==> src/hw/rtl/htc_pkg.sv <==
// Shared types, widths and helper functions for the humidity and temperature
// calibration block. No dependencies; every other file in hw/rtl uses it.
package htc_pkg;

    localparam int RAW_W     = 16;
    localparam int DIF_W     = RAW_W + 1;
    localparam int PT_W      = 7;
    localparam int DP_W      = PT_W + 1;
    localparam int BASE_W    = 12;
    localparam int PROD_W    = DIF_W + DP_W;
    localparam int NUM_W     = 28;
    localparam int QUO_W     = NUM_W - 1;
    localparam int DIV_W     = RAW_W;
    localparam int CFG_W     = 16;
    localparam int CFG_IDX_W = 3;
    localparam int NUM_CELLS = QUO_W;
    localparam int HUM_CAL_W  = 8;
    localparam int TEMP_CAL_W = 10;

    typedef enum logic [CFG_IDX_W-1:0] {
        REG_HUM_CAL_LOW   = 3'd0,
        REG_HUM_CAL_HIGH  = 3'd1,
        REG_TEMP_CAL_LOW  = 3'd2,
        REG_TEMP_CAL_HIGH = 3'd3,
        REG_HUM_RAW_LOW   = 3'd4,
        REG_HUM_RAW_HIGH  = 3'd5,
        REG_TEMP_RAW_LOW  = 3'd6,
        REG_TEMP_RAW_HIGH = 3'd7
    } t_reg_idx;

    typedef struct packed {
        logic signed [RAW_W-1:0] raw_humidity;
        logic signed [RAW_W-1:0] raw_temperature;
    } t_in_req;

    typedef struct packed {
        logic signed [RAW_W-1:0] humidity_tenths;
        logic signed [RAW_W-1:0] temperature_tenths;
        logic                    humidity_span_error;
        logic                    temperature_span_error;
    } t_out_req;

    typedef struct packed {
        logic [HUM_CAL_W-1:0]    hum_cal_low_x2;
        logic [HUM_CAL_W-1:0]    hum_cal_high_x2;
        logic [TEMP_CAL_W-1:0]   temp_cal_low_x8;
        logic [TEMP_CAL_W-1:0]   temp_cal_high_x8;
        logic signed [RAW_W-1:0] hum_raw_at_low;
        logic signed [RAW_W-1:0] hum_raw_at_high;
        logic signed [RAW_W-1:0] temp_raw_at_low;
        logic signed [RAW_W-1:0] temp_raw_at_high;
    } t_cal;

    // One channel as it moves through the divider cells
    typedef struct packed {
        logic [QUO_W-1:0]         quo;
        logic [DIV_W-1:0]         rem;
        logic [DIV_W-1:0]         dvs;
        logic                     neg;
        logic                     err;
        logic signed [BASE_W-1:0] base;
    } t_lane;

    typedef struct packed {
        t_lane hum;
        t_lane temp;
    } t_div_req;

    // Restoring division: one quotient bit per call
    function automatic t_lane div_step(t_lane l);
        logic [DIV_W:0] trial;
        logic           qbit;
        t_lane          r;
        r     = l;
        trial = {l.rem, l.quo[QUO_W-1]};
        if (trial >= {1'b0, l.dvs}) begin
            qbit  = 1'b1;
            trial = trial - {1'b0, l.dvs};
        end else begin
            qbit  = 1'b0;
        end
        r.rem = trial[DIV_W-1:0];
        r.quo = {l.quo[QUO_W-2:0], qbit};
        return r;
    endfunction

    // Scale by ten, take magnitudes and load the divider
    function automatic t_lane lane_load(logic signed [PROD_W-1:0] prod,
                                        logic signed [DIF_W-1:0] span,
                                        logic err,
                                        logic signed [BASE_W-1:0] base);
        logic signed [NUM_W-1:0] p;
        logic signed [NUM_W-1:0] num;
        logic signed [NUM_W-1:0] mag;
        logic signed [DIF_W-1:0] smag;
        t_lane                   r;
        p      = {{(NUM_W-PROD_W){prod[PROD_W-1]}}, prod};
        num    = (p <<< 3) + (p <<< 1);
        mag    = num[NUM_W-1] ? -num : num;
        smag   = span[DIF_W-1] ? -span : span;
        r.quo  = mag[QUO_W-1:0];
        r.rem  = '0;
        r.dvs  = smag[DIV_W-1:0];
        r.neg  = num[NUM_W-1] ^ span[DIF_W-1];
        r.err  = err;
        r.base = base;
        return r;
    endfunction

    // Apply sign, add the low point and saturate; a span error gives zero
    function automatic logic signed [RAW_W-1:0] lane_finish(t_lane l);
        logic signed [NUM_W:0] q;
        logic signed [NUM_W:0] v;
        logic signed [RAW_W-1:0] r;
        q = {2'b00, l.quo};
        if (l.neg) begin
            q = -q;
        end
        v = q + {{(NUM_W+1-BASE_W){l.base[BASE_W-1]}}, l.base};
        if (l.err) begin
            r = '0;
        end else if (v > (NUM_W+1)'(32767)) begin
            r = 16'sh7FFF;
        end else if (v < -(NUM_W+1)'(32768)) begin
            r = 16'sh8000;
        end else begin
            r = v[RAW_W-1:0];
        end
        return r;
    endfunction

endpackage

==> src/hw/rtl/htc_prep.sv <==
// Front end: raw offsets, point differences, product and divider load.
// Three registered stages with per-stage ready; uses htc_pkg.
module htc_prep (
    input  logic              i_clk,
    input  logic              i_rst_n,
    input  htc_pkg::t_cal     i_cal,
    input  logic              i_valid,
    output logic              o_ready,
    input  htc_pkg::t_in_req  i_req,
    output logic              o_valid,
    input  logic              i_ready,
    output htc_pkg::t_div_req o_req
);

    typedef struct packed {
        logic signed [htc_pkg::DIF_W-1:0]  dif;
        logic signed [htc_pkg::DP_W-1:0]   dp;
        logic signed [htc_pkg::DIF_W-1:0]  span;
        logic signed [htc_pkg::BASE_W-1:0] base;
        logic                              err;
    } t_front;

    typedef struct packed {
        logic signed [htc_pkg::PROD_W-1:0] prod;
        logic signed [htc_pkg::DIF_W-1:0]  span;
        logic signed [htc_pkg::BASE_W-1:0] base;
        logic                              err;
    } t_mid;

    function automatic t_front front(logic signed [htc_pkg::RAW_W-1:0] raw,
                                     logic signed [htc_pkg::RAW_W-1:0] raw_lo,
                                     logic signed [htc_pkg::RAW_W-1:0] raw_hi,
                                     logic [htc_pkg::PT_W-1:0] p_lo,
                                     logic [htc_pkg::PT_W-1:0] p_hi);
        t_front r;
        r.dif  = {raw[htc_pkg::RAW_W-1], raw} - {raw_lo[htc_pkg::RAW_W-1], raw_lo};
        r.span = {raw_hi[htc_pkg::RAW_W-1], raw_hi} - {raw_lo[htc_pkg::RAW_W-1], raw_lo};
        r.dp   = {1'b0, p_hi} - {1'b0, p_lo};
        r.base = ({2'b00, p_lo, 3'b000}) + ({4'b0000, p_lo, 1'b0});
        r.err  = (raw_hi == raw_lo);
        return r;
    endfunction

    function automatic t_mid mid(t_front f);
        t_mid r;
        r.prod = f.dif * f.dp;
        r.span = f.span;
        r.base = f.base;
        r.err  = f.err;
        return r;
    endfunction

    logic   r_v1, r_v2, r_v3;
    t_front r_h1, r_t1;
    t_mid   r_h2, r_t2;
    htc_pkg::t_div_req r_req3;
    logic   rdy1, rdy2, rdy3;

    assign rdy3    = !r_v3 || i_ready;
    assign rdy2    = !r_v2 || rdy3;
    assign rdy1    = !r_v1 || rdy2;
    assign o_ready = rdy1;
    assign o_valid = r_v3;
    assign o_req   = r_req3;

    always_ff @(posedge i_clk) begin
        if (!i_rst_n) begin
            r_v1 <= 1'b0;
            r_v2 <= 1'b0;
            r_v3 <= 1'b0;
        end else begin
            if (rdy1) begin
                r_v1 <= i_valid;
            end
            if (rdy2) begin
                r_v2 <= r_v1;
            end
            if (rdy3) begin
                r_v3 <= r_v2;
            end
        end
    end

    always_ff @(posedge i_clk) begin
        if (rdy1 && i_valid) begin
            r_h1 <= front(i_req.raw_humidity, i_cal.hum_raw_at_low, i_cal.hum_raw_at_high,
                          i_cal.hum_cal_low_x2[htc_pkg::HUM_CAL_W-1:1],
                          i_cal.hum_cal_high_x2[htc_pkg::HUM_CAL_W-1:1]);
            r_t1 <= front(i_req.raw_temperature, i_cal.temp_raw_at_low,
                          i_cal.temp_raw_at_high,
                          i_cal.temp_cal_low_x8[htc_pkg::TEMP_CAL_W-1:3],
                          i_cal.temp_cal_high_x8[htc_pkg::TEMP_CAL_W-1:3]);
        end
        if (rdy2 && r_v1) begin
            r_h2 <= mid(r_h1);
            r_t2 <= mid(r_t1);
        end
        if (rdy3 && r_v2) begin
            r_req3.hum  <= htc_pkg::lane_load(r_h2.prod, r_h2.span, r_h2.err, r_h2.base);
            r_req3.temp <= htc_pkg::lane_load(r_t2.prod, r_t2.span, r_t2.err, r_t2.base);
        end
    end

endmodule

==> config.mk <==
export PLATFORM = sky130hd
export DESIGN_NAME = htc_prep
export DESIGN_NICKNAME = d
export VERILOG_FILES = /design/src/hw/rtl/htc_pkg.sv /design/src/hw/rtl/htc_prep.sv
export SDC_FILE = /design/constraint.sdc
export NUM_CORES = 1
export LEC_CHECK = 0
export BUFFER_PORTS_ARGS = -buffer_cell sky130_fd_sc_hd__buf_2
export CORE_UTILIZATION = 50
export DETAILED_ROUTE_END_ITERATION = 10
export HOLD_SLACK_MARGIN = 0.03
export PLACE_DENSITY_LB_ADDON = 0.3
export SYNTH_ARGS = -nofsm -noshare
export SYNTH_HDL_FRONTEND = slang
export SYNTH_SLANG_ARGS = --single-unit
==> constraint.sdc <==
create_clock -name i_clk -period 24.5 [get_ports i_clk]
set_clock_uncertainty 0.15 [all_clocks]
set_input_delay 6.125 -clock i_clk [delete_from_list [all_inputs] [get_ports i_clk]]
set_output_delay 6.125 -clock i_clk [all_outputs]
set_load 0.02 [all_outputs]
# After elaboration in Yosys (flattened, before gate mapping)
# Index checks and enable logic that the tools add are counted.
[totals] ff_bits=337 input_bits=136 out_inout_bits=148 word_cells=64
[classes] addsub=14 mul=2 eq_ne=2 mux=4 bitwise=2 reduce_logical=9
[op_table] operator="16-bit by 16-bit subtractor with 17-bit output" n=4
[op_table] operator="28-bit by 26-bit adder with 28-bit output" n=2
[op_table] operator="27-bit 2-to-1 mux" n=2
[op_table] operator="27-bit negator" n=2
[op_table] operator="17-bit by 8-bit multiplier with 25-bit output" n=2
[op_table] operator="16-bit == test" n=2
[op_table] operator="16-bit 2-to-1 mux" n=2
[op_table] operator="16-bit negator" n=2
[op_table] operator="10-bit by 8-bit adder with 11-bit output" n=2
[op_table] operator="7-bit by 7-bit subtractor with 8-bit output" n=2
[op_table] operator="1-bit logical AND" n=3
[op_table] operator="1-bit zero test" n=3
[op_table] operator="1-bit logical OR" n=3
[op_table] operator="1-bit bitwise XOR" n=2

# Depth between registers and ports, before layout
[logic_depth] depth_word=5 depth_mapped=21 ltp_nobuf=20

# Worst setup path after synthesis
# Ideal clock, no wire load.
[synth_timing] kind="input -> register" from="input i_ready" to="register r_h2[0] (netlist bit), enable pin" setup_time_ns=0.733 arrival_ns=13.890 t_required_ns=23.617 setup_slack_ns=9.727 stages=2 n_path_buf=0 path_cell_list="nor2b_1 a21boi_0"
[synth_between] elab_chain_len=3
[synth_rtl] element="start: declaration" line_no="htc_prep.sv:11" text="input logic i_ready,"
[synth_rtl] element="1-bit logical OR" line_no="htc_prep.sv:59" text="assign rdy3 = !r_v3 || i_ready;"
[synth_rtl] element="1-bit logical OR" line_no="htc_prep.sv:60" text="assign rdy2 = !r_v2 || rdy3;"
[synth_rtl] element="1-bit logical AND" line_no="htc_prep.sv:94" text="if (rdy2 && r_v1) begin"
[synth_rtl] element="end signal: assignment" line_no="htc_prep.sv:95" text="r_h2 <= mid(r_h1);"
[synth_rtl] element="end: declaration" line_no="htc_prep.sv:55" text="t_mid r_h2, r_t2;"
# No other way between the ends.
# A chain may end at the register's enable or synchronous reset.

# Worst setup path after layout
[layout_timing] from="input i_ready" to="output o_ready"
[layout_between] elab_chain_len=3
[layout_rtl] element="1-bit logical OR" line_no="htc_prep.sv:59"
[layout_rtl] element="1-bit logical OR" line_no="htc_prep.sv:60"
[layout_rtl] element="1-bit logical OR" line_no="htc_prep.sv:61" text="assign rdy1 = !r_v1 || rdy2;"
[layout_rtl] element="end: declaration" line_no="htc_prep.sv:8" text="output logic o_ready,"
# No other way between the ends.

==> impl_metrics.toml <==
[cts]
clockBufferDepth = 3
cts_tree = "built"
clkTransAtPathRegs_ns = 0.06
cts_setup_buffers = 0
ctsHoldBuffers = 0
insertion_delay_ns = 0.57
htree_levels = 2
cts_inserted_buffers = 37
clock-sinks = 323
cts-root-buf = "clkbuf_16"
cts_resized = 0

[synth]
synth-edff-count = 320
yosys_warnings = 0
synthesis.instances = 2644
synth_top_flop_cell = "edfxtp_1"
synth_cell_types = 87
yosys.area.top_type = "edfxtp_1"
async_flop_share_pct = 0
synth_area_um2 = 27600
avgSynthCellArea_um2 = 10.4
seq_area_frac_synth_pct = 35.1
synth.most_common_cell = "inv_1"
yosysTopAreaCellShare_pct = 34.9
ys_ff_latch = 323
yosys-top-cells-area = "edfxtp_1 35%, fa_1 17%, ha_1 11%"
ys_top_cells_by_count = "452 x inv_1, 320 x edfxtp_1, 234 x ha_1"

[worst_setup_path]
cp.arrival_ns = 7.15
slowest_delay_ns = 0.57
path_common_cell = "buf_2"
worstSetupPathType = "input pin to output port"
cpMaxStageDelayCell = "nor2b_1"
cp_cell_sequence = "buf_2 -> nor2b_1 -> nand3_1 -> buf_2"
end_kind = "output port"
worstSetupStartpointType = "input pin"
critPathMaxFanout = 6
crit_required_ns = 18.23

[route]
dr.pass1.iters = 5
wl_per_cell_um = 16.2
wl_um = 58700
drtIter0Drc = 916
drc = 0
antenna_left = 0
viasPerCell = 5.26
via_count = 19060

[timing]
tns_ns = 0
maxSlewViolCount = 0
fmax_mhz = 74.5
worst_hold_slack_ns = 0.264
setup_viol = 0
fin_crit_sh_pct = 54.8
rsz0062_at_grt = "false"
tightestPinTransition_ns = 1.06
period_needed_ns = 13.43
relSlewSlack_pct = 29.2
finalHoldViolCount = 0

[global_routing]
grt_pass1_vias = 19722
grt_pass1_wl_um = 96500
globalRouteOverflowTotal = 0
grt_max_degree = 85
antenna_found_initial = 7
grt_util_all_layers_pct = 21.2

[job]
max_cap_viol_count = 0

[placement]
dp_hpwl_um = 46800
place_area_um2 = 29400
routabilityCongestion = 0.918
io_buffers = 237

[die]
core_um2 = 54100
initial_core_util_pct = 50.9
rows = 85
die_x_um = 237
die_y_um = 237
die_area_um2 = 56100
io_pins = 284

[outcome]
run_status = "complete, no violations"

[final_layout]
final_nets = 3491
area_growth_pct = 11.3
design_area_um2 = 30700
layout-drive-gt1-share_pct = 11.3

[hold_path]
hp-class = "flip-flop to flip-flop"
[critical path: cells and delay by family]
family                 cells  cell delay [ns]
and+or+nand+nor            2             0.74
buffers and inverters      2             0.28
[final timing paths]
kind / slack [ns] / from / depth (start not counted) / end
max: 11.07 / i_ready / 4 / o_ready
min: 0.26 / r_h2[9]$_DFFE_PP_ / 0 / o_req[81]$_DFFE_PP_
max reg2reg: 18.61 / r_t1[37]$_DFFE_PP_ / 18 / r_t2[54]$_DFFE_PP_
min reg2reg: 0.26 / r_h2[9]$_DFFE_PP_ / 0 / o_req[81]$_DFFE_PP_
[metal layers]
metal / wire [um] / up-vias / global-route usage [%] / share of wire, %
li1: - / 9294 / - / -
met1: 26600 / 9130 / 28.4 / 45
met2: 27000 / 515 / 34.6 / 46
met3: 3530 / 115 / 3.96 / 6.0
met4: 1600 / 6 / 7.34 / 2.7
met5: 31 / - / 0 / 0.053
[cells by family after synthesis]
family	Yosys count	share of synthesized area (%)
and+or+nand+nor	680	12.7
AOI/OAI and AO/OA	433	10.2
xor gates and xnor gates	217	6.97
muxes	5	0.186
other	1	0.0136
buffers and inverters	523	7.67
adders and majority gates	462	27.2
DFF	323	35.1
[state kept, by name, indices dropped and copies added, names as in the netlist]
| signal | count |
|---|---|
| o_req | 108 |
| r_h1 | 53 |
| r_h2 | 53 |
| r_t1 | 53 |
| r_t2 | 53 |
| o_valid | 1 |
| r_v1 | 1 |
| r_v2 | 1 |
[layout make-up]
cell class	count	area, um2
Antenna cell	4	10.0
Inverter	452	1700
Multi-Input combinational cell	1835	15900
Sequential cell	323	9670
Clock inverter	20	241
Fill cell	4516	23500
Clock buffer	48	988
Tap cell	696	871
Timing Repair Buffer	244	1240
[stage by stage]
step | cells | utilization, % | setup WS [ns]
3_5_place_dp | 3550 | 54.3 | 11.05
5_1_grt | 3622 | 56.6 | 10.98
4_1_cts | 3618 | 56.6 | 11.05
2_1_floorplan | 2681 | - | 9.73
6_report | 3622 | 56.6 | 11.07
3_3_place_gp | 3550 | 54.3 | 11.09
[placed cells by master, fill, tap and decap left out, types with 11 or more instances in the layout]
cell	count
xnor2_1	150
clkbuf_16	38
fa_1	228
o31ai_1	20
a21oi_1	128
a21o_1	39
buf_2	237
nor2_1	151
edfxtp_1	320
nand2_1	152
o21bai_1	22
nand2b_1	17
nor2b_1	27
a31oi_1	11
ha_1	234
xor2_1	65
and2_1	196
inv_1	452
o21ai_0	83
conb_1	38
nand3_1	31
a21boi_0	17
o21a_1	12
nand4_1	12
nor3_1	38
Power is left out: the tool's default activity adds up to more than one toggle a clock period on the data nets, which glitch-free logic cannot reach.
