$ cat src/hw/rtl/htc_pkg.sv
// Shared types, widths and helper functions for the humidity and temperature
// calibration block. No dependencies; every other file in hw/rtl uses it.
package htc_pkg;

    localparam int RAW_W     = 16;
    localparam int DIF_W     = RAW_W + 1;
    localparam int PT_W      = 7;
    localparam int DP_W      = PT_W + 1;
    localparam int BASE_W    = 12;
    localparam int PROD_W    = DIF_W + DP_W;
    localparam int NUM_W     = 28;
    localparam int QUO_W     = NUM_W - 1;
    localparam int DIV_W     = RAW_W;
    localparam int CFG_W     = 16;
    localparam int CFG_IDX_W = 3;
    localparam int NUM_CELLS = QUO_W;
    localparam int HUM_CAL_W  = 8;
    localparam int TEMP_CAL_W = 10;

    typedef enum logic [CFG_IDX_W-1:0] {
        REG_HUM_CAL_LOW   = 3'd0,
        REG_HUM_CAL_HIGH  = 3'd1,
        REG_TEMP_CAL_LOW  = 3'd2,
        REG_TEMP_CAL_HIGH = 3'd3,
        REG_HUM_RAW_LOW   = 3'd4,
        REG_HUM_RAW_HIGH  = 3'd5,
        REG_TEMP_RAW_LOW  = 3'd6,
        REG_TEMP_RAW_HIGH = 3'd7
    } t_reg_idx;

    typedef struct packed {
        logic signed [RAW_W-1:0] raw_humidity;
        logic signed [RAW_W-1:0] raw_temperature;
    } t_in_req;

    typedef struct packed {
        logic signed [RAW_W-1:0] humidity_tenths;
        logic signed [RAW_W-1:0] temperature_tenths;
        logic                    humidity_span_error;
        logic                    temperature_span_error;
    } t_out_req;

    typedef struct packed {
        logic [HUM_CAL_W-1:0]    hum_cal_low_x2;
        logic [HUM_CAL_W-1:0]    hum_cal_high_x2;
        logic [TEMP_CAL_W-1:0]   temp_cal_low_x8;
        logic [TEMP_CAL_W-1:0]   temp_cal_high_x8;
        logic signed [RAW_W-1:0] hum_raw_at_low;
        logic signed [RAW_W-1:0] hum_raw_at_high;
        logic signed [RAW_W-1:0] temp_raw_at_low;
        logic signed [RAW_W-1:0] temp_raw_at_high;
    } t_cal;

    // One channel as it moves through the divider cells
    typedef struct packed {
        logic [QUO_W-1:0]         quo;
        logic [DIV_W-1:0]         rem;
        logic [DIV_W-1:0]         dvs;
        logic                     neg;
        logic                     err;
        logic signed [BASE_W-1:0] base;
    } t_lane;

    typedef struct packed {
        t_lane hum;
        t_lane temp;
    } t_div_req;

    // Restoring division: one quotient bit per call
    function automatic t_lane div_step(t_lane l);
        logic [DIV_W:0] trial;
        logic           qbit;
        t_lane          r;
        r     = l;
        trial = {l.rem, l.quo[QUO_W-1]};
        if (trial >= {1'b0, l.dvs}) begin
            qbit  = 1'b1;
            trial = trial - {1'b0, l.dvs};
        end else begin
            qbit  = 1'b0;
        end
        r.rem = trial[DIV_W-1:0];
        r.quo = {l.quo[QUO_W-2:0], qbit};
        return r;
    endfunction

    // Scale by ten, take magnitudes and load the divider
    function automatic t_lane lane_load(logic signed [PROD_W-1:0] prod,
                                        logic signed [DIF_W-1:0] span,
                                        logic err,
                                        logic signed [BASE_W-1:0] base);
        logic signed [NUM_W-1:0] p;
        logic signed [NUM_W-1:0] num;
        logic signed [NUM_W-1:0] mag;
        logic signed [DIF_W-1:0] smag;
        t_lane                   r;
        p      = {{(NUM_W-PROD_W){prod[PROD_W-1]}}, prod};
        num    = (p <<< 3) + (p <<< 1);
        mag    = num[NUM_W-1] ? -num : num;
        smag   = span[DIF_W-1] ? -span : span;
        r.quo  = mag[QUO_W-1:0];
        r.rem  = '0;
        r.dvs  = smag[DIV_W-1:0];
        r.neg  = num[NUM_W-1] ^ span[DIF_W-1];
        r.err  = err;
        r.base = base;
        return r;
    endfunction

    // Apply sign, add the low point and saturate; a span error gives zero
    function automatic logic signed [RAW_W-1:0] lane_finish(t_lane l);
        logic signed [NUM_W:0] q;
        logic signed [NUM_W:0] v;
        logic signed [RAW_W-1:0] r;
        q = {2'b00, l.quo};
        if (l.neg) begin
            q = -q;
        end
        v = q + {{(NUM_W+1-BASE_W){l.base[BASE_W-1]}}, l.base};
        if (l.err) begin
            r = '0;
        end else if (v > (NUM_W+1)'(32767)) begin
            r = 16'sh7FFF;
        end else if (v < -(NUM_W+1)'(32768)) begin
            r = 16'sh8000;
        end else begin
            r = v[RAW_W-1:0];
        end
        return r;
    endfunction

endpackage

$ cat src/hw/rtl/htc_post.sv
// Output stage: sign, low point offset, saturation and the result register.
// Uses htc_pkg.
module htc_post (
    input  logic              i_clk,
    input  logic              i_rst_n,
    input  logic              i_valid,
    output logic              o_ready,
    input  htc_pkg::t_div_req i_req,
    output logic              o_valid,
    input  logic              i_ready,
    output htc_pkg::t_out_req o_req
);

    logic              r_valid;
    htc_pkg::t_out_req r_req;

    assign o_ready = !r_valid || i_ready;
    assign o_valid = r_valid;
    assign o_req   = r_req;

    always_ff @(posedge i_clk) begin
        if (!i_rst_n) begin
            r_valid <= 1'b0;
        end else if (o_ready) begin
            r_valid <= i_valid;
        end
    end

    always_ff @(posedge i_clk) begin
        if (o_ready && i_valid) begin
            r_req.humidity_tenths        <= htc_pkg::lane_finish(i_req.hum);
            r_req.temperature_tenths     <= htc_pkg::lane_finish(i_req.temp);
            r_req.humidity_span_error    <= i_req.hum.err;
            r_req.temperature_span_error <= i_req.temp.err;
        end
    end

endmodule

$ cat config.mk
export PLATFORM = sky130hd
export DESIGN_NAME = htc_post
export DESIGN_NICKNAME = d
export VERILOG_FILES = /design/src/hw/rtl/htc_pkg.sv /design/src/hw/rtl/htc_post.sv
export SDC_FILE = /design/constraint.sdc
export NUM_CORES = 1
export LEC_CHECK = 0
export ABC_CLOCK_PERIOD_IN_PS = 4800
export BUFFER_PORTS_ARGS = -buffer_cell sky130_fd_sc_hd__buf_4
export CAP_MARGIN = 20
export CORE_ASPECT_RATIO = 0.8
export CORE_MARGIN = 4
export CORE_UTILIZATION = 45
export DETAILED_ROUTE_END_ITERATION = 7
export GPL_TIMING_DRIVEN = 0
export PLACE_DENSITY = 0.85
export SETUP_SLACK_MARGIN = 0.3
export SLEW_MARGIN = 20
export SYNTH_ARGS = -nofsm -noshare
export SYNTH_HDL_FRONTEND = slang
export SYNTH_SLANG_ARGS = --single-unit
$ cat constraint.sdc
create_clock -name i_clk -period 4.8 [get_ports i_clk]
set_input_delay 0.24 -clock i_clk [delete_from_list [all_inputs] [get_ports i_clk]]
set_output_delay 0.24 -clock i_clk [all_outputs]
set_load 0.02 [all_outputs]
=== Word-level counts from Yosys, hierarchy flattened ===
Cells that the tools add are included.

* Add/sub/neg operators: 4
* Multiplexer cells: 8
* Reductions and logical operators: 5
* $lt $le $gt $ge: 4

{| class="wikitable"
|+ Operator list
! operator !! count
|-
| $mux 29 || 4
|-
| $add 29x29->29 || 2
|-
| $gt 29x16->1 const B || 2
|-
| $lt 29x16->1 const B || 2
|-
| $neg 27->29 || 2
|-
| $mux 16 || 2
|-
| $mux 15 || 2
|-
| $reduce_or 2->1 || 2
|-
| $logic_and 1x1->1 || 1
|-
| $logic_not 1->1 || 1
|-
| $logic_or 1x1->1 || 1
|}

* Word-level logic and storage cells: 28
* Flip-flop bits (word level): 35
* Input port bits: 150
* Output and inout bits: 36

=== Longest topological paths before layout ===
Gate-level depths: netlist of run 1.

* Depth after elaboration: 8
* Depth in mapped cells: 20
* Gate-level depth less buffers: 19

=== Worst setup path before layout of run 1 ===
Ideal clock, no wire load.

* Kind: input-to-reg
* Start point: input i_req[47] (netlist name)
* End point: register r_req, in the netlist o_req[9], data pin
* Data required time: 4.536 ns
* Path slack: -0.430 ns
* Arrival: 4.966 ns
* Buffers on the path: 3
* Stages on the path: 20
* Setup time: 0.264 ns
* Cell sequence: inv_1 > ha_1 > or3b_2 > or4_4 > buf_6 > or4_4 > o21ai_0 > xnor2_1 > ha_1 > clkbuf_1 > and3_1 > nand2_1 > o211ai_1 > o21bai_1 > a21oi_1 > a2111oi_0 > or4bb_1 > o31ai_2 > buf_6 > o31ai_1

* Word-level cells in the longest chain between the ends: 7

{| class="wikitable"
|+ RTL lines
! what !! line !! RTL
|-
| start: declaration || htc_post.sv:8 || <nowiki>input htc_pkg::t_div_req i_req,</nowiki>
|-
| $neg 27->29 || htc_pkg.sv:117 || <nowiki>q = -q;</nowiki>
|-
| $mux 29 (*) || htc_pkg.sv:116 || <nowiki>if (l.neg) begin</nowiki>
|-
| $mux 29 (*) || htc_post.sv:30 || <nowiki>if (o_ready && i_valid) begin</nowiki>
|-
| $add 29x29->29 (*) || htc_pkg.sv:119 || <nowiki>v = q + {{(NUM_W+1-BASE_W){l.base[BASE_W-1]}}, l.base};</nowiki>
|-
| $lt 29x16->1 || htc_pkg.sv:124 || <nowiki>end else if (v < -(NUM_W+1)'(32768)) begin</nowiki>
|-
| $mux 16 || htc_pkg.sv:124 ||
|-
| $mux 15 (*) || htc_pkg.sv:122 || <nowiki>end else if (v > (NUM_W+1)'(32767)) begin</nowiki>
|-
| end: declaration || htc_post.sv:15 || <nowiki>htc_pkg::t_out_req r_req;</nowiki>
|}

Mark *: on every way between the ends. The rest lies on a longest branch, timed or not. The select of a mux whose other input is x is not followed.
A chain may end at the register's enable or synchronous reset.

=== Final worst setup path of run 1 ===
* Start point: input i_req[53] (netlist name)
* End point: register r_req, in the netlist o_req[9], data pin

The elaborated chain is that of the path after synthesis.

==> key figures, run 1 <==
Run status
  – Status: finished with violations
  – Failing checks: setup timing

Logic synthesis
  – Synth top area share: between 15 and 20%
  – Post-synth EDFFs: 34
  – Most used DFF post-synth: edfxtp_1
  – Largest family of logic cells by synthesized area: compound AO/OA/AOI/OAI gates
  – Post-synthesis register bit count: 35
  – Sequential area share after synthesis: 17.0%
  – Synth Cell Area: roughly 6100 µm²
  – Synth Area in Adders: 12.9%
  – Syn_nets: 998
  – Post-Syn Instances: 786
  – Yosys top cell by area: edfxtp_1
  – Synth Area in XOR/XNOR: 11.8%
  – Mean Syn Cell Area: around 8 µm²
  – Synth warn: 0
  – Post-synthesis mux area share: 0.856%
  – Async S/R FF share, synth: 0%
  – Post-synthesis simple-gate area fraction: 21.3%
  – Compound-cell area share of the yosys netlist: 32.4%
  – Top cells by area, synth: edfxtp_1 17%, ha_1 12%, xnor2_1 9.6%
  – Yosys cell types: 73

Global route
  – Total GRT Usage: 23.5%
  – Met2 Use GR: 33.4%
  – Number of global-route vias before repair: roughly 6300
  – Largest net degree at the start of global routing: 35
  – First-pass GRT wire length: between 30000 and 40000 µm
  – GR Util met3: 4.56%
  – Initial antenna violation count: 0
  – Gr busiest metal: met1
  – Grt total ovfl: 0
  – Met1 Use GR: 35.9%

Floorplan
  – Initial core utilization: between 40% and 50%
  – Row count: 37
  – Die area: 15600 µm²
  – Top-level I/O count: 186
  – Die Ht: around 110 µm
  – Floorplan Core Area: 13100 µm²
  – Chip width: 139 µm

Setup path
  – Kind of critical path: in2reg
  – Critical Path Max Stage Delay: 540 ps
  – Cell Chain, Critical Path: buf_6, or4_4, or4_4, buf_6, or4_4, o21ai_2, xnor2_1, ha_1, clkbuf_8, and3_4, nand2_2, o211ai_1, o21ba_2, mux2i_1, a2111oi_0, or4bb_4, o31ai_4, buf_4, buf_6, o31ai_1
  – Crit path buf inv count: 5
  – Startpoint Class: input pin
  – CP Max Fanout: 6
  – Worst Path Required: slightly below 5000 ps
  – Critical path arrival: 4970 ps
  – Crit path max-delay cell type: or4_4
  – CP Capture Type: flop
  – Top delay family on crit path: simple AND/OR/NAND/NOR gates

Routing
  – Via count: slightly above 7000
  – Initial drt markers: 778
  – Detail Route Antenna Nets: 0
  – WL per Instance: 18.2 µm
  – # DRC: 0
  – Via/cell ratio: around 6.3
  – Final wirelength: 20500 µm
  – Initial DRT Pass Iterations: 6

Clock tree
  – Worst skew pair latency: between 200 and 300 ps
  – CTS tree: done
  – CTS Buffer Depth: 2
  – Clock-pin slew on the worst setup and hold paths: 60 ps
  – Post-CTS Hold Fix Bufs: 0
  – H-tree depth: 2
  – CTS buffer count: 5
  – Clk sinks: 35
  – CTS root buffer: clkbuf_16

Timing
  – F_max: roughly 200 MHz
  – Slew @ Worst Pin: roughly 800 ps
  – Slew Viols, Final: 0
  – Tmin final: slightly below 5000 ps
  – Worst relative slew slack: 48.0%
  – Final Cycle Share: 103%
  – Setup Skew: 1.40 ps
  – Final Hold Fails: 0
  – Unrepaired setup endpoints after global routing: true
  – Final setup vio count: 14
  – Post-layout worst setup margin: -149 ps

Cells and area
  – Fraction of layout instances using a drive strength above 1: 33.4%
  – Core occupancy in the finished layout: between 60% and 70%
  – ANT cells: 0
  – Fillers: approximately 1100
  – Synth-to-Final Area Change: 38.1%
  – Nets: 1164

Place
  – Post-DP HPWL: 15200 µm
  – GP Congestion: 1.05
  – PortBufs: 121

Worst hold path
  – Hold Crit Class: in2reg

Power and ir drop
  – Power density over the cells: 252 nW/µm²
  – Leakage Power: 3.35 nW
  – Peak supply drop: 0.199 mV
  – Design Power: approximately 2.1 mW

Flow run
  – Max-Cap Viols: 0
what timing repair did:
item / CTS / global route
pin swaps: 16 / 38
resized for setup: 88 / 119
cloned: 1 / 1
setup buffers: 19 / 17
endpoints found under the setup margin: 31 / 31
per-layer routing:
metal  share of wire, %  vias up  routed length [µm]
met1                 46     3250                9440
met3                9.4       67                1940
li1                   -     3359                   -
met4                3.2        0                 646
met2                 41      401                8470
met5                  0        -                   0
worst paths after layout:
kind,end,cells past startpoint,from,slack (ps)
hold reg to reg,o_valid,2,o_valid,540
setup reg to reg,o_req[12],2,o_valid,3340
hold / removal,o_req[0],1,i_req[12],200
setup / recovery,o_req[9],20,i_req[53],-150
per-stage QoR:
stage	hold slack [ps]	instances	TNS [ps]	cell area, µm²	worst slack (ps)
after global placement	472	1082	-16700	7310	-739
after floorplan	339	786	0	6180	8.05
after CTS	188	1110	-2580	7950	-229
after detailed placement	472	1082	-19010	7310	-774
after global routing	190	1128	-3670	8470	-292
final	197	1128	-1730	8470	-149
report_power, final:
group / internal (mW) / switching [mW] / leakage [nW] / total, mW
logic: 0.568 / 0.798 / 2.92 / 1.37
clock network: 0.245 / 0.126 / 0.0838 / 0.371
registers: 0.391 / 0.0108 / 0.344 / 0.401
total: 1.20 / 0.935 / 3.35 / 2.14
sequential cells by signal (all words and copies together) (netlist names):
signal and count:
o_req 34, o_valid 1
logic make-up (layout without fill, tap and decap cells):
| logic type | count (synthesis) | after routing |
|---|---|---|
| adders and majority gates | 62 | 62 |
| and+or+nand+nor | 245 | 245 |
| xor gates and xnor gates | 83 | 83 |
| muxes | 5 | 5 |
| AOI/OAI and AO/OA | 301 | 301 |
| DFF | 35 | 35 |
| buffers and inverters | 55 | 222 |
area by class of cell:
cell class              instances  area, µm²  share of cell area, %
plain buffers                  29        188                   2.22
multi-input cells             696       5520                   65.1
repair buffers                159       1240                   14.7
flip-flops and latches         35       1040                   12.3
clock buffers                   5        125                   1.48
inverters                      26       97.6                   1.15
well taps                     175        219                   2.58
clock inverters                 3       43.8                  0.517
Yosys cell counts, types with 4 or more instances:
| cell type | count |
|---|---|
| nand2_1 | 80 |
| o21ai_0 | 77 |
| xnor2_1 | 67 |
| a21oi_1 | 66 |
| ha_1 | 60 |
| edfxtp_1 | 34 |
| nor2_1 | 32 |
| clkbuf_1 | 26 |
| inv_1 | 26 |
| nor3_1 | 21 |
| a21o_1 | 19 |
| nand4_1 | 16 |
| o31ai_1 | 16 |
| xor2_1 | 16 |
| o21a_1 | 14 |
| a211oi_1 | 12 |
| or3_1 | 11 |
| a21boi_0 | 10 |
| a31oi_1 | 10 |
| nand3_1 | 10 |
| and4_1 | 9 |
| nand2b_1 | 9 |
| o211ai_1 | 9 |
| o41ai_1 | 9 |
| and3_1 | 8 |
| and2_1 | 7 |
| nor2b_1 | 7 |
| nor4_1 | 7 |
| or4_1 | 7 |
| o21ai_2 | 6 |
| o21bai_1 | 5 |
| a2111oi_0 | 4 |
| a211o_1 | 4 |
| a221oi_1 | 4 |
| a22oi_1 | 4 |
| o21ai_1 | 4 |
layout by cell type, fill, tap and decap left out, types with 11 or more instances in the layout:
cell / count
nor2_1: 28
o31ai_1: 11
clkbuf_2: 12
xor2_1: 16
edfxtp_1: 34
nand2_1: 74
nand4_1: 16
nor3_1: 16
o21ai_2: 27
buf_6: 16
o21a_1: 14
a21oi_1: 53
ha_1: 53
xnor2_1: 67
o21ai_1: 12
inv_1: 24
o21ai_0: 47
a21o_1: 18
buf_4: 147
Note: power is estimated with default switching activity, not from simulation.
==> run 2: changes to the inputs <==
--- a/config.mk
+++ b/config.mk
@@ -8,11 +8,12 @@
 export ABC_CLOCK_PERIOD_IN_PS = 4800
 export BUFFER_PORTS_ARGS = -buffer_cell sky130_fd_sc_hd__buf_4
 export CAP_MARGIN = 20
-export CORE_ASPECT_RATIO = 0.8
+export CORE_ASPECT_RATIO = 0.75
 export CORE_MARGIN = 4
 export CORE_UTILIZATION = 45
 export DETAILED_ROUTE_END_ITERATION = 7
 export GPL_TIMING_DRIVEN = 0
+export MAX_ROUTING_LAYER = met4
 export PLACE_DENSITY = 0.85
 export SETUP_SLACK_MARGIN = 0.3
 export SLEW_MARGIN = 20
==> run 2 against run 1 <==
  * The flow still finishes with violations (setup timing)
  * Worst hold slack lost 11 ps
  * Sequential power is essentially flat
  * Highest routed layer unchanged
  * Fmax is 0.36% lower
  * Register-to-register slack gained 60 ps
  * Combinational power grew 9%
  * Largest cell class unchanged
  * Critical path depth fell by 3
  * Clock skew is 1.6 ps higher
  * Flip-flop and latch count is the same
  * Sequential share of layout area down 0.47 points
==> key figures, run 2 (synthesis gave the netlist of run 1 again) <==
Clock tree
  – Clk sinks: 35 (unchanged)
  – Clock-pin slew on the worst setup and hold paths: 60 ps (about the same)
  – Worst skew pair latency: 280 ps (about the same)
  – CTS root buffer: clkbuf_16
  – CTS tree: done
  – CTS Buffer Depth: 2 (unchanged)
  – Post-CTS Hold Fix Bufs: 0 (unchanged)
  – CTS buffer count: 5 (unchanged)
  – H-tree depth: 2 (unchanged)

Floorplan
  – Top-level I/O count: 186 (unchanged)
  – Initial core utilization: 46.7% (-0.18 points)
  – Floorplan Core Area: 13200 µm² (+0.39%)
  – Die Ht: 109 µm (-2.9%)
  – Chip width: 143 µm (+3.1%)
  – Die area: 15600 µm² (about the same)
  – Row count: 36 (-2.7%)

Cells and area
  – Highest-count cells in the layout ignoring fill and taps: 151 x buf_4, 73 x nand2_1, 65 x xnor2_1
  – Synth-to-Final Area Change: 43.5%
  – Final instance area: 8810 µm² (+4.0%)
  – ANT cells: 0 (unchanged)
  – Most common cell after layout, fill and taps aside: buf_4
  – Max FFs per register: 34 (unchanged)
  – Fraction of layout instances using a drive strength above 1: 36.0% (+2.6 points)
  – Nets: 1167 (+0.26%)

Timing
  – Unrepaired setup endpoints after global routing: true
  – Slew Viols, Final: 0 (unchanged)
  – Final Hold Fails: 0 (unchanged)
  – Final setup vio count: 15 (+1)
  – F_max: 201 MHz (-0.36%)
  – Slew @ Worst Pin: 812 ps (+32.2 ps)
  – Post-layout worst setup margin: -167 ps (-17.8 ps)
  – Setup Skew: 3.01 ps (+1.61 ps)
  – Tmin final: 4970 ps (+17.8 ps)
  – Final Cycle Share: 103% (+0.37 points)
  – Worst relative slew slack: 45.3% (-2.7 points)

Global route
  – Total GRT Usage: 26.1% (+2.6 points)
  – Number of global-route vias before repair: 6447 (+2.0%)
  – Largest net degree at the start of global routing: 20 (-43%)
  – First-pass GRT wire length: 32100 µm (+3.1%)
  – Initial antenna violation count: 0 (unchanged)
  – Grt total ovfl: 0 (unchanged)

Place
  – GP Congestion: 1.03 (-1.7%)
  – PortBufs: 121 (unchanged)
  – Post-DP HPWL: 16100 µm (+5.5%)
  – Placed cell area: 7330 µm² (+0.31%)

Setup path
  – Kind of critical path: in2reg
  – Reg2reg setup slack: 3400 ps (+60 ps)
  – Critical path arrival: 4990 ps (+20 ps)
  – CP Max Fanout: 6 (unchanged)
  – Worst Path Required: 4820 ps (about the same)
  – CP Capture Type: flop
  – Startpoint Class: input pin

Run status
  – Status: finished with violations
  – Failing checks: setup timing

Worst hold path
  – Hold Crit Class: in2reg

Power and ir drop
  – Power density over the cells: 259 nW/µm² (+2.6%)
  – Leakage Power: 3.46 nW (+3.5%)
  – Design Power: 2.28 mW (+6.7%)
  – Peak supply drop: 0.264 mV (+32%)

Routing
  – Final wirelength: 22400 µm (+9.4%)
  – # DRC: 0 (unchanged)
  – WL per Instance: 19.9 µm (+9.5%)
  – Detail Route Antenna Nets: 0 (unchanged)
  – Via count: 7246 (+2.4%)
  – Initial DRT Pass Iterations: 6 (unchanged)
  – Initial drt markers: 770 (-1.0%)
  – Via/cell ratio: 6.43 (+2.5%)

Flow run
  – Max-Cap Viols: 0 (unchanged)
[run 2: layout make-up]
type | instances | area (µm²)
multi-input combinational | 696 | 5760
fill | 1035 | 4350
timing repair buffer | 162 | 1320
sequential | 35 | 1040
tap | 171 | 214
buffer | 29 | 203
clock buffer | 5 | 125
inverter | 26 | 105
clock inverter | 3 | 43.8
[run 2: per-layer routing]
metal	up-vias	global-route usage [%]	wire length [µm]
li1	3372	-	-
met1	3379	37.9	10200
met2	445	37.5	9430
met3	50	6.01	2380
met4	0	4.27	421
met5	-	-	0
[run 2: worst paths after layout]
path | from | end | depth (start not counted)
worst max-delay path | i_req[47] | o_req[7] | 17
worst max register to register | o_valid | o_req[28] | 3
worst min register to register | o_valid | o_valid | 2
worst min-delay path | i_req[12] | o_req[0] | 1
[run 2: through the flow]
stage	utilization, %	setup slack (ps)	hold slack, ps	cells	setup TNS (ps)
global route	67.0	-253	182	1127	-3770
CTS	60.8	-176	185	1106	-2480
detailed placement	55.7	-838	473	1079	-22040
floorplan	-	8.05	339	786	0
finish	67.0	-167	186	1127	-2080
global placement	55.5	-806	473	1078	-19890
[run 2: timing repair]
item	4_1_cts	5_1_grt
pin swaps	23	53
hold endpoints to repair	0	0
cloned	1	1
buffers inserted	18	20
setup endpoints to repair	31	31
resized for setup	96	166
[run 2: critical path, cell delays in order]
cell	delay (ps)
buf_8	100
or4_1	590
or3_2	460
or2_4	290
o41ai_2	330
xnor2_1	190
ha_1	230
a21o_1	230
a31oi_2	180
o211ai_1	400
o21bai_4	210
a21oi_2	70
a2111oi_2	330
or4bb_4	510
o31ai_4	350
buf_6	190
o31ai_4	60
[run 2: power by group]
group / internal [mW] / switching (mW) / leakage, nW / total [mW]
registers: 0.391 / 0.0135 / 0.344 / 0.404
logic: 0.624 / 0.874 / 3.04 / 1.50
clock network: 0.245 / 0.133 / 0.0838 / 0.378
