==> src/hw/rtl/htc_pkg.sv <==
// Shared types, widths and helper functions for the humidity and temperature
// calibration block. No dependencies; every other file in hw/rtl uses it.
package htc_pkg;

    localparam int RAW_W     = 16;
    localparam int DIF_W     = RAW_W + 1;
    localparam int PT_W      = 7;
    localparam int DP_W      = PT_W + 1;
    localparam int BASE_W    = 12;
    localparam int PROD_W    = DIF_W + DP_W;
    localparam int NUM_W     = 28;
    localparam int QUO_W     = NUM_W - 1;
    localparam int DIV_W     = RAW_W;
    localparam int CFG_W     = 16;
    localparam int CFG_IDX_W = 3;
    localparam int NUM_CELLS = QUO_W;
    localparam int HUM_CAL_W  = 8;
    localparam int TEMP_CAL_W = 10;

    typedef enum logic [CFG_IDX_W-1:0] {
        REG_HUM_CAL_LOW   = 3'd0,
        REG_HUM_CAL_HIGH  = 3'd1,
        REG_TEMP_CAL_LOW  = 3'd2,
        REG_TEMP_CAL_HIGH = 3'd3,
        REG_HUM_RAW_LOW   = 3'd4,
        REG_HUM_RAW_HIGH  = 3'd5,
        REG_TEMP_RAW_LOW  = 3'd6,
        REG_TEMP_RAW_HIGH = 3'd7
    } t_reg_idx;

    typedef struct packed {
        logic signed [RAW_W-1:0] raw_humidity;
        logic signed [RAW_W-1:0] raw_temperature;
    } t_in_req;

    typedef struct packed {
        logic signed [RAW_W-1:0] humidity_tenths;
        logic signed [RAW_W-1:0] temperature_tenths;
        logic                    humidity_span_error;
        logic                    temperature_span_error;
    } t_out_req;

    typedef struct packed {
        logic [HUM_CAL_W-1:0]    hum_cal_low_x2;
        logic [HUM_CAL_W-1:0]    hum_cal_high_x2;
        logic [TEMP_CAL_W-1:0]   temp_cal_low_x8;
        logic [TEMP_CAL_W-1:0]   temp_cal_high_x8;
        logic signed [RAW_W-1:0] hum_raw_at_low;
        logic signed [RAW_W-1:0] hum_raw_at_high;
        logic signed [RAW_W-1:0] temp_raw_at_low;
        logic signed [RAW_W-1:0] temp_raw_at_high;
    } t_cal;

    // One channel as it moves through the divider cells
    typedef struct packed {
        logic [QUO_W-1:0]         quo;
        logic [DIV_W-1:0]         rem;
        logic [DIV_W-1:0]         dvs;
        logic                     neg;
        logic                     err;
        logic signed [BASE_W-1:0] base;
    } t_lane;

    typedef struct packed {
        t_lane hum;
        t_lane temp;
    } t_div_req;

    // Restoring division: one quotient bit per call
    function automatic t_lane div_step(t_lane l);
        logic [DIV_W:0] trial;
        logic           qbit;
        t_lane          r;
        r     = l;
        trial = {l.rem, l.quo[QUO_W-1]};
        if (trial >= {1'b0, l.dvs}) begin
            qbit  = 1'b1;
            trial = trial - {1'b0, l.dvs};
        end else begin
            qbit  = 1'b0;
        end
        r.rem = trial[DIV_W-1:0];
        r.quo = {l.quo[QUO_W-2:0], qbit};
        return r;
    endfunction

    // Scale by ten, take magnitudes and load the divider
    function automatic t_lane lane_load(logic signed [PROD_W-1:0] prod,
                                        logic signed [DIF_W-1:0] span,
                                        logic err,
                                        logic signed [BASE_W-1:0] base);
        logic signed [NUM_W-1:0] p;
        logic signed [NUM_W-1:0] num;
        logic signed [NUM_W-1:0] mag;
        logic signed [DIF_W-1:0] smag;
        t_lane                   r;
        p      = {{(NUM_W-PROD_W){prod[PROD_W-1]}}, prod};
        num    = (p <<< 3) + (p <<< 1);
        mag    = num[NUM_W-1] ? -num : num;
        smag   = span[DIF_W-1] ? -span : span;
        r.quo  = mag[QUO_W-1:0];
        r.rem  = '0;
        r.dvs  = smag[DIV_W-1:0];
        r.neg  = num[NUM_W-1] ^ span[DIF_W-1];
        r.err  = err;
        r.base = base;
        return r;
    endfunction

    // Apply sign, add the low point and saturate; a span error gives zero
    function automatic logic signed [RAW_W-1:0] lane_finish(t_lane l);
        logic signed [NUM_W:0] q;
        logic signed [NUM_W:0] v;
        logic signed [RAW_W-1:0] r;
        q = {2'b00, l.quo};
        if (l.neg) begin
            q = -q;
        end
        v = q + {{(NUM_W+1-BASE_W){l.base[BASE_W-1]}}, l.base};
        if (l.err) begin
            r = '0;
        end else if (v > (NUM_W+1)'(32767)) begin
            r = 16'sh7FFF;
        end else if (v < -(NUM_W+1)'(32768)) begin
            r = 16'sh8000;
        end else begin
            r = v[RAW_W-1:0];
        end
        return r;
    endfunction

endpackage

==> src/hw/rtl/htc_div_cell.sv <==
// One divider cell: resolves one quotient bit for both channels.
// Holds its request until the next cell takes it; uses htc_pkg.
module htc_div_cell (
    input  logic              i_clk,
    input  logic              i_rst_n,
    input  logic              i_valid,
    output logic              o_ready,
    input  htc_pkg::t_div_req i_req,
    output logic              o_valid,
    input  logic              i_ready,
    output htc_pkg::t_div_req o_req
);

    logic              r_valid;
    htc_pkg::t_div_req r_req;

    assign o_ready = !r_valid || i_ready;
    assign o_valid = r_valid;
    assign o_req   = r_req;

    always_ff @(posedge i_clk) begin
        if (!i_rst_n) begin
            r_valid <= 1'b0;
        end else if (o_ready) begin
            r_valid <= i_valid;
        end
    end

    always_ff @(posedge i_clk) begin
        if (o_ready && i_valid) begin
            r_req.hum  <= htc_pkg::div_step(i_req.hum);
            r_req.temp <= htc_pkg::div_step(i_req.temp);
        end
    end

endmodule

==> config.mk <==
export PLATFORM = sky130hd
export DESIGN_NAME = htc_div_cell
export DESIGN_NICKNAME = d
export VERILOG_FILES = /design/src/hw/rtl/htc_pkg.sv /design/src/hw/rtl/htc_div_cell.sv
export SDC_FILE = /design/constraint.sdc
export NUM_CORES = 1
export LEC_CHECK = 0
export BUFFER_PORTS_ARGS = -buffer_cell sky130_fd_sc_hd__buf_4
export CAP_MARGIN = 20
export CORE_ASPECT_RATIO = 1.25
export CORE_MARGIN = 3
export CORE_UTILIZATION = 51
export DETAILED_ROUTE_END_ITERATION = 8
export GPL_ROUTABILITY_DRIVEN = 0
export GPL_TIMING_DRIVEN = 0
export PLACE_DENSITY_LB_ADDON = 0.2
export SLEW_MARGIN = 25
export SYNTH_ARGS = -nofsm -noshare
export SYNTH_HDL_FRONTEND = slang
export SYNTH_SLANG_ARGS = --single-unit
==> constraint.sdc <==
create_clock -name i_clk -period 7.7 [get_ports i_clk]
set_input_delay 0.385 -clock i_clk [delete_from_list [all_inputs] [get_ports i_clk]]
set_output_delay 0.385 -clock i_clk [all_outputs]
set_load 0.005 [all_outputs]
### Word level (Yosys, flattened, before mapping)

Cells that the tools add are included.

| word-level totals | value |
|---|---|
| register bits | 147 |
| bits of input ports | 150 |
| output and inout bits | 148 |
| word-level logic and storage cells | 24 |

| operators by class | value |
|---|---|
| $add $sub $neg | 2 |
| order comparisons | 2 |
| muxes and demuxes | 4 |
| reductions and logical operators | 3 |

Operator list:

| cell | count |
|---|---|
| greater-or-equal comparator 17 x 16 -> 1 bit | 2 |
| 2-to-1 mux 16 bit | 2 |
| subtractor 16 bit | 2 |
| 2-to-1 mux 1 bit | 2 |
| logical AND 1 bit | 1 |
| zero test 1 bit | 1 |
| logical OR 1 bit | 1 |

### Depth between registers and ports, before layout

Gate-level depths: netlist of the first run.

| depth | value |
|---|---|
| word-level depth | 3 |
| mapped depth | 11 |
| gate-level depth less buffers | 10 |

### Worst setup path after synthesis of the first run

OpenSTA, ideal clock, no wires.

| path | value |
|---|---|
| path kind | input port to flip-flop |
| start | input port i_ready |
| end | register r_req (netlist bit o_req[0]) (enable) |
| arrival | 3.890 ns |
| required time | 7.177 ns |
| setup slack | 3.286 ns |
| stages on the path | 2 |
| path through | nand2b_1 -> and2_1 |

| between the ends | value |
|---|---|
| cells in the longest elaborated chain, start to end | 2 |

Ends and longest elaborated chain:

| element | line | text |
|---|---|---|
| from (decl) | htc_div_cell.sv:10 | `input logic i_ready,` |
| logical OR 1 bit | htc_div_cell.sv:17 | `assign o_ready = !r_valid \|\| i_ready;` |
| logical AND 1 bit | htc_div_cell.sv:30 | `if (o_ready && i_valid) begin` |
| to (decl) | htc_div_cell.sv:15 | `htc_pkg::t_div_req r_req;` |

Every way passes these cells.
A chain may end at the register's enable or synchronous reset.

### Final worst setup path of the first run

| path | value |
|---|---|
| start | input port i_req[93] in the netlist's numbering |
| end | register r_req (netlist bit o_req[113]), data pin |

| between the ends | value |
|---|---|
| cells in the longest elaborated chain, start to end | 2 |
| elaborated cells on any way between the ends | 3 |

Ends and longest elaborated chain:

| element | line | text |
|---|---|---|
| from (decl) | htc_div_cell.sv:8 | `input htc_pkg::t_div_req i_req,` |
| subtractor 16 bit or greater-or-equal comparator 17 x 16 -> 1 bit (tied branches) | htc_pkg.sv:78, htc_pkg.sv:76 |  |
| 2-to-1 mux 16 bit (*) | htc_pkg.sv:76 | `if (trial >= {1'b0, l.dvs}) begin` |

Every way passes the cells marked *; elsewhere a longest branch is shown, timed or not.

==> results of run 1 <==
[flip-flops by register name (all words and copies together) (netlist names)]
signal   count
o_valid      1
o_req      146
[metrics by stage]
step	power, mW	cell area [um2]
floorplan	1.18	6580
global placement	1.37	9010
detailed placement	1.38	9070
CTS	2.22	9680
global route	2.29	9680
finish	2.21	9680
[critical path: cells and delay by family]
kind | cells | cell delay, ns
AND/OR/NAND/NOR | 1 | 0.16
AO/OA/AOI/OAI | 5 | 1.25
buffers and inverters | 3 | 0.31
adder cells (fa/ha/maj) | 1 | 0.36
multiplexers | 1 | 0.30
[how the worst max path moves through the flow]
stage,start,to,slack (ns),cells past startpoint
2_1_floorplan,i_ready,o_req[0],3.29,2
4_1_cts,i_req[93],o_req[117],5.08,11
3_5_place_dp,i_req[93],o_req[111],4.64,11
5_1_grt,i_req[93],o_req[114],4.85,11
3_3_place_gp,i_ready,o_req[82],2.11,3
6_report,i_req[93],o_req[113],5.07,11
[power by group]
part / total (mW) / internal (mW) / switching (mW) / leakage [nW]
logic: 0.388 / 0.206 / 0.183 / 2.53
clock network: 0.845 / 0.494 / 0.351 / 0.298
registers: 0.974 / 0.957 / 0.0171 / 1.42
total: 2.21 / 1.66 / 0.551 / 4.25
[cells by family after synthesis]
| kind of cell | synth area share [%] |
|---|---|
| buffers and inverters | 3.35 |
| AO/OA/AOI/OAI | 11.4 |
| multiplexers | 3.10 |
| adder cells (fa/ha/maj) | 6.69 |
| flip-flops | 66.9 |
| XOR/XNOR | 2.66 |
| AND/OR/NAND/NOR | 5.86 |
[layout make-up]
cell class | instances | area [um2]
Clock buffer | 17 | 425
Sequential cell | 147 | 4400
Buffer | 7 | 43.8
Fill cell | 771 | 2710
Multi-Input combinational cell | 255 | 1960
Inverter | 47 | 176
Clock inverter | 15 | 185
Timing Repair Buffer | 299 | 2280
Tap cell | 164 | 205
[routing by layer]
layer	vias up	share of wire, %	global-route usage, %
li1	2367	-	-
met1	2381	34	27.1
met2	248	54	47.5
met3	44	7.9	7.91
met4	0	3.3	11.4
met5	-	0	0
[Yosys cell counts (4+ instances only)]
cell	n	area (um2)
sky130_fd_sc_hd__a21boi_0	4	30.0
sky130_fd_sc_hd__o31ai_1	5	37.5
sky130_fd_sc_hd__a21oi_1	19	95.1
sky130_fd_sc_hd__ha_1	32	400
sky130_fd_sc_hd__xnor2_1	13	114
sky130_fd_sc_hd__clkbuf_1	5	18.8
sky130_fd_sc_hd__nor2_1	15	56.3
sky130_fd_sc_hd__nand2_1	29	109
sky130_fd_sc_hd__edfxtp_1	146	4380
sky130_fd_sc_hd__mux2_2	6	67.6
sky130_fd_sc_hd__a21o_1	5	37.5
sky130_fd_sc_hd__o21a_1	10	75.1
sky130_fd_sc_hd__nor2b_1	4	25.0
sky130_fd_sc_hd__mux2_4	7	105
sky130_fd_sc_hd__o21ai_0	25	125
sky130_fd_sc_hd__nand3_1	4	20.0
sky130_fd_sc_hd__inv_1	47	176
sky130_fd_sc_hd__nor3_1	9	45.0
sky130_fd_sc_hd__xor2_1	7	61.3
==> qor.yml, run 1 <==
run_status: "finished clean"
regToRegStartpoint: "o_valid"
timing_max_transition_violations_final: 0
final.setup_skew_ns: 0.0122
synth_area_per_cell_um2: 14.4
layout_worst_path_cycle_share_pct: 34.1
hold_path.startpoint: "i_req[69]"
post_drt_wl_per_cell_um: 19.6
hold_path.class: "in -> reg"
clock_sinks: 147
ys_types: 59
critPathMaxFanout: 10
detail_route.vias_per_cell: 5.30
report.final.hold_viol_count: 0
mostFrequentLayoutCells: "sky130_fd_sc_hd__buf_4 (297), sky130_fd_sc_hd__edfxtp_1 (146), sky130_fd_sc_hd__inv_1 (47)"
grt_overflow_total: 0
cp-end-kind: "flip-flop"
prevailing_post_synth_register_cell: "sky130_fd_sc_hd__edfxtp_1"
port-buffer-count: 297
detail_route.iter0.violations: 204
routed-via-count: 5040
number_of_buffers_created_by_cts: 17
design.final.nets: 958
worstPathRequired_ns: 7.86
core-area_mm2: 0.0124
globalRouteTotalUtil_pct: 26.0
die-height_um: 133
grt_antenna_before_repair: 0
synthesis.nets: 640
die_width_um: 108
ys_async_sr_fraction_pct: 0
max-vdd-ir-drop_mv: 0.155
finalCriticalPeriod_ns: 2.63
r2r-end: "o_req[82]"
synth.ff_latch_count: 147
synth_cells: 456
timing.slew.headroom_pct: 64.7
critPathSlowestCell: "sky130_fd_sc_hd__ha_1"
grt_start_max_net_pins: 59
rsz0062_at_grt: "no"
cts_max_path_buffers: 2
final_util_pct: 78.2
worst_pin_slew_ns: 0.530
commonest_non_fill_non_tap_cell_in_the_layout: "sky130_fd_sc_hd__buf_4"
clkLatencyLatePin_ns: 0.41
h-tree-depth: 4
cts_hold_repair.buffers: 0
path_cells: "buf_4, inv_1, ha_1, a21oi_1, o211ai_1, nor3_2, a21oi_2, a211o_4, a21oi_4, buf_12, mux2_4"
whs_endpoint: "o_req[70]"
cts_post_setup_buffers_inserted: 0
timing.reg2reg.worst_path_depth: 4
timing.hold.worst_path_depth: 1
netlist_area_mm2: 0.00658
numPlacedInstances: 919
area_added_between_synthesis_and_finish_pct: 47.2
postLayoutSetupSlackWorst_ns: 5.07
cp_slowest_stage_delay_ns: 0.36
seq_area_frac_synth_pct: 66.9
timing.max_cap.violations: 0
finish.cell_count_without_fillers: 951
global_route_wire_length_before_repair_mm: 28.1
register_to_register_setup_slack_ns: 5.77
critPathArrivalTime_ns: 2.79
fin_setup_tns_ns: 0
initial_core_util_pct: 53.1
diodes: 0
worstSetupPathType: "in -> reg"
drtAntennaViolNets: 0
worst_hold_slack_ns: 0.143
design.die.area_mm2: 0.0143
dp_hpwl_mm: 14.7
drive_gt1_share_pct: 45.2
max_freq_ghz: 0.381
cts_tree: "yes"
postRouteWirelength_mm: 18.7
drt_pass1_iterations: 5
drt_drc_violations_left: 0
cts-root-buf: "sky130_fd_sc_hd__clkbuf_16"
io_pins: 298
power.density_cell_area_mw_per_mm2: 228
setup-violations-final: 0
floorplan.rows: 45
edff_count_synth: 146
first_global_vias: 5239
timing.critical_path.from_type: "input port"
cts.reportedPaths.clkPinSlew_ns: 0.07
post_cts_resize_count: 0
leakage_nw: 4.25
yosysWarnings: 0
dpl_worst_slack_ns: 4.64
No activity file was read; power rests on OpenSTA's default activity.
==> run 2, diff against run 1 <==
- ABC_AREA: default -> 1
- CORE_UTILIZATION: 51 -> 44
- clock period: 7.7 -> 2.2 ns (I/O delays scaled with it)
==> run 2 against run 1 <==
Effect of this change:
- largest cell class unchanged
- first-iteration DRC count is 95% higher
- combinational power grew to 4.3 times the previous value
- critical path type unchanged
- critical endpoint is now o_req[42]
- die area up 26%
- register-to-register slack worse by 5.6 ns
- global-route usage is 0.35 points lower
- clock skew increased by 0.0030 ns
==> qor.yml, run 2 <==
yosys.area_share.xor_xnor_pct: 1.46  # -1.2 points
finalCriticalPeriod_ns: 2.10
synthDominantCellAreaShare_pct: 60.7  # -5.9 points
yosysWarnings: 0  # unchanged
fin_setup_tns_ns: 0  # unchanged
timing_max_transition_violations_final: 0  # unchanged
mostFrequentLayoutCells: "sky130_fd_sc_hd__buf_4 (303), sky130_fd_sc_hd__nand2_1 (244), sky130_fd_sc_hd__edfxtp_1 (146)"
power.density_cell_area_mw_per_mm2: 674  # +200%
synth.ff_latch_count: 147  # unchanged
post_synth_fa_ha_maj_area_fraction_pct: 6.10  # -0.59 points
maxUsedRoutingLayer: "met4"
setup-violations-final: 0  # unchanged
drt_pass1_iterations: 5  # unchanged
ys_async_sr_fraction_pct: 0  # unchanged
finalInstanceArea_mm2: 0.0119  # +23%
worst_pin_slew_ns: 0.631  # +0.101 ns
run_status: "finished clean"
grt_overflow_total: 0  # unchanged
h-tree-depth: 4  # unchanged
final.setup_skew_ns: 0.0152  # +0.00298 ns
synth_cells: 715  # +57%
cp-end-kind: "flip-flop"
grt_start_max_net_pins: 25  # -58%
timing.critical_path.from_type: "input port"
drive_gt1_share_pct: 31.3  # -14 points
synth_top_family_by_area: "simple AND/OR/NAND/NOR gates"
numPlacedInstances: 1231  # +34%
detail_route.iter0.violations: 398  # +95%
most_frequent_cells_after_synthesis: "sky130_fd_sc_hd__nand2_1 (246), sky130_fd_sc_hd__edfxtp_1 (146), sky130_fd_sc_hd__inv_1 (130), sky130_fd_sc_hd__nand3_1 (55), sky130_fd_sc_hd__ha_1 (32)"
die_width_um: 121  # +12%
dp_hpwl_mm: 16.0  # +8.5%
worstSetupPathType: "in -> reg"
die-height_um: 149  # +12%
yosys-mux-area-fraction_pct: 0  # -3.1 points
max_freq_ghz: 0.475
commonest_non_fill_non_tap_cell_in_the_layout: "sky130_fd_sc_hd__buf_4"
globalRouteTotalUtil_pct: 25.7  # -0.35 points
postRouteWirelength_mm: 23.4  # +25%
synth_area_per_cell_um2: 10.1  # -30%
area_added_between_synthesis_and_finish_pct: 65.3
internal-power_mw: 5.91  # +260%
critical_path.endpoint: "o_req[42]"
power.sequential.fraction_pct: 42.3  # -1.8 points
detail_route.vias_per_cell: 4.76  # -10%
drtAntennaViolNets: 0  # unchanged
prevailing_post_synth_register_cell: "sky130_fd_sc_hd__edfxtp_1"
synthTopCellsByArea: "sky130_fd_sc_hd__edfxtp_1 (61%), sky130_fd_sc_hd__nand2_1 (13%), sky130_fd_sc_hd__inv_1 (6.8%), sky130_fd_sc_hd__ha_1 (5.5%), sky130_fd_sc_hd__nand3_1 (3.8%)"
grt_antenna_before_repair: 1  # +1
drt_drc_violations_left: 0  # unchanged
leakage_nw: 5.82  # +37%
worst_hold_slack_ns: 0.0161  # -0.127 ns
timing.max_cap.violations: 0  # unchanged
design.final.nets: 1363  # +42%
number_of_buffers_created_by_cts: 17  # unchanged
global_route_wire_length_before_repair_mm: 35.3  # +25%
netlist_area_mm2: 0.00722  # +9.7%
timing.reg2reg.worst_path_depth: 5  # +1
routed-via-count: 6688  # +33%
synth_top_area_cell: "sky130_fd_sc_hd__edfxtp_1"
r2r-end: "o_req[95]"
p_comb_share_pct: 20.9  # +3.3 points
critPathMaxFanout: 3  # -7
hold_path.class: "in -> reg"
max-vdd-ir-drop_mv: 0.539  # +250%
total_power_mw: 8.04  # +260%
cts_max_path_buffers: 2  # unchanged
critPathArrivalTime_ns: 2.28  # -0.51 ns
synthesis.nets: 899  # +40%
fillCellCount: 1064  # +38%
layout_worst_path_cycle_share_pct: 95.6
largest_register_ffs: 146  # unchanged
finish.cell_count_without_fillers: 1405  # +48%
detail_route.wirelength.met1_mm: 8.13  # +27%
post-synth-top-count-cell: "sky130_fd_sc_hd__nand2_1"
regToRegStartpoint: "o_valid"
post_drt_wl_per_cell_um: 16.6  # -15%
report.final.hold_viol_count: 0  # unchanged
clkLatencyLatePin_ns: 0.44  # +0.03 ns
first_global_vias: 6881  # +31%
ys_types: 33  # -44%
edff_count_synth: 146  # unchanged
core-area_mm2: 0.0158  # +28%
io_pins: 298  # unchanged
post_dp_cell_area_mm2: 0.00992  # +9.3%
initial_core_util_pct: 45.6  # -7.5 points
synth-simple-area-share_pct: 21.8  # +16 points
power.net_switching_mw: 2.13  # +290%
floorplan.rows: 51  # +13%
design.die.area_mm2: 0.0180  # +26%
power.share.switching_pct: 26.5  # +1.5 points
clock_sinks: 147  # unchanged
timing.slew.headroom_pct: 57.8  # -6.8 points
worstPathRequired_ns: 2.38  # -5.48 ns
cts-root-buf: "sky130_fd_sc_hd__clkbuf_16"
p_clk_share_pct: 36.8  # -1.5 points
source_of_the_critical_timing_path: "i_req[14]"
seq_area_frac_synth_pct: 61.0  # -5.9 points
cts_tree: "yes"
routed-wl-met2_mm: 13.2  # +30%
cts.reportedPaths.clkPinSlew_ns: 0.07  # about the same
register_to_register_setup_slack_ns: 0.20  # -5.57 ns
wl_met3_mm: 1.38  # -6.8%
synth_compound_gate_area_share_pct: 1.91  # -9.5 points
port-buffer-count: 297  # unchanged
run 2: cell count changes in the layout (fill, tap and decap cells not counted), sizes merged, moves of 7 or more:
cell | before | now
o21ai | 26 | 0
inv | 57 | 140
xnor2 | 13 | 2
nand4 | 3 | 10
mux2 | 14 | 0
nand2 | 29 | 252
dlygate4sd3 | 0 | 137
buf | 301 | 316
nor2 | 15 | 26
nand3 | 4 | 59
o21a | 10 | 2
run 2: routing by layer:
| metal | track usage (%) | vias to the layer above |
|---|---|---|
| li1 | - | 3265 |
| met1 | 27.3 | 3131 |
| met2 | 49.1 | 244 |
| met3 | 5.80 | 48 |
| met4 | 9.35 | 0 |
| met5 | 0 | - |
run 2: worst min path at each step:
stage	start	to	slack, ns	cells past startpoint
after global routing	i_req[41]	o_req[42]	0.009	3
after detailed placement	i_req[139]	o_req[140]	0.29	1
after floorplan	i_req[0]	o_req[0]	0.21	0
after CTS	i_req[43]	o_req[44]	0.0009	3
after global placement	i_req[143]	o_req[144]	0.29	1
final	i_req[30]	o_req[31]	0.02	3
run 2: kinds of logic (layout without fill, tap and decap cells):
logic type,count (synthesis),count (layout)
simple gates,358,358
other cells,0,1
xor+xnor,12,12
buf+inv,139,616
fa+ha+maj,34,34
compound gates,25,25
flops,147,147
run 2: cell type report:
| type | count | area, um2 | area share [%] |
|---|---|---|---|
| Antenna cell | 1 | 2.50 | 0.0210 |
| Buffer | 8 | 66.3 | 0.556 |
| Clock buffer | 17 | 425 | 3.57 |
| Clock inverter | 15 | 168 | 1.41 |
| Inverter | 131 | 492 | 4.12 |
| Multi-Input combinational cell | 429 | 2280 | 19.1 |
| Sequential cell | 147 | 4410 | 36.9 |
| Tap cell | 212 | 265 | 2.22 |
| Timing Repair Buffer | 445 | 3820 | 32.1 |
run 2: stage by stage:
| step | util, % | setup slack, ns |
|---|---|---|
| 2_1_floorplan | - | -0.975 |
| 3_3_place_gp | 61.5 | -1.97 |
| 3_5_place_dp | 62.7 | 0.192 |
| 4_1_cts | 75.1 | 0.0936 |
| 5_1_grt | 75.4 | -0.0238 |
| 6_report | 75.4 | 0.0965 |
run 2: power by group through the flow:
stage,logic [mW],registers (mW),clock network (mW)
after floorplan,0.647,3.49,0
after global placement,1.36,3.46,0
after detailed placement,1.44,3.45,0
after CTS,1.65,3.39,2.98
after global routing,1.85,3.42,3.11
final,1.68,3.40,2.96
run 2: worst max-delay path, cell delays in order:
cell and delay [ns]:
sky130_fd_sc_hd__dlygate4sd3_1 0.56, sky130_fd_sc_hd__buf_4 0.15, sky130_fd_sc_hd__ha_1 0.21, sky130_fd_sc_hd__fa_1 0.43
sky130_fd_sc_hd__o21bai_1 0.37, sky130_fd_sc_hd__nand2_1 0.15, sky130_fd_sc_hd__nand4_1 0.10, sky130_fd_sc_hd__nand2_1 0.07
sky130_fd_sc_hd__nand2_1 0.08, sky130_fd_sc_hd__nand2_1 0.06
run 2: what timing repair did:
action	CTS	global route
endpoints found under the setup margin	0	18
endpoints found under the hold margin	137	0
setup buffers	0	4
gates resized for setup	0	6
hold buffers	137	0
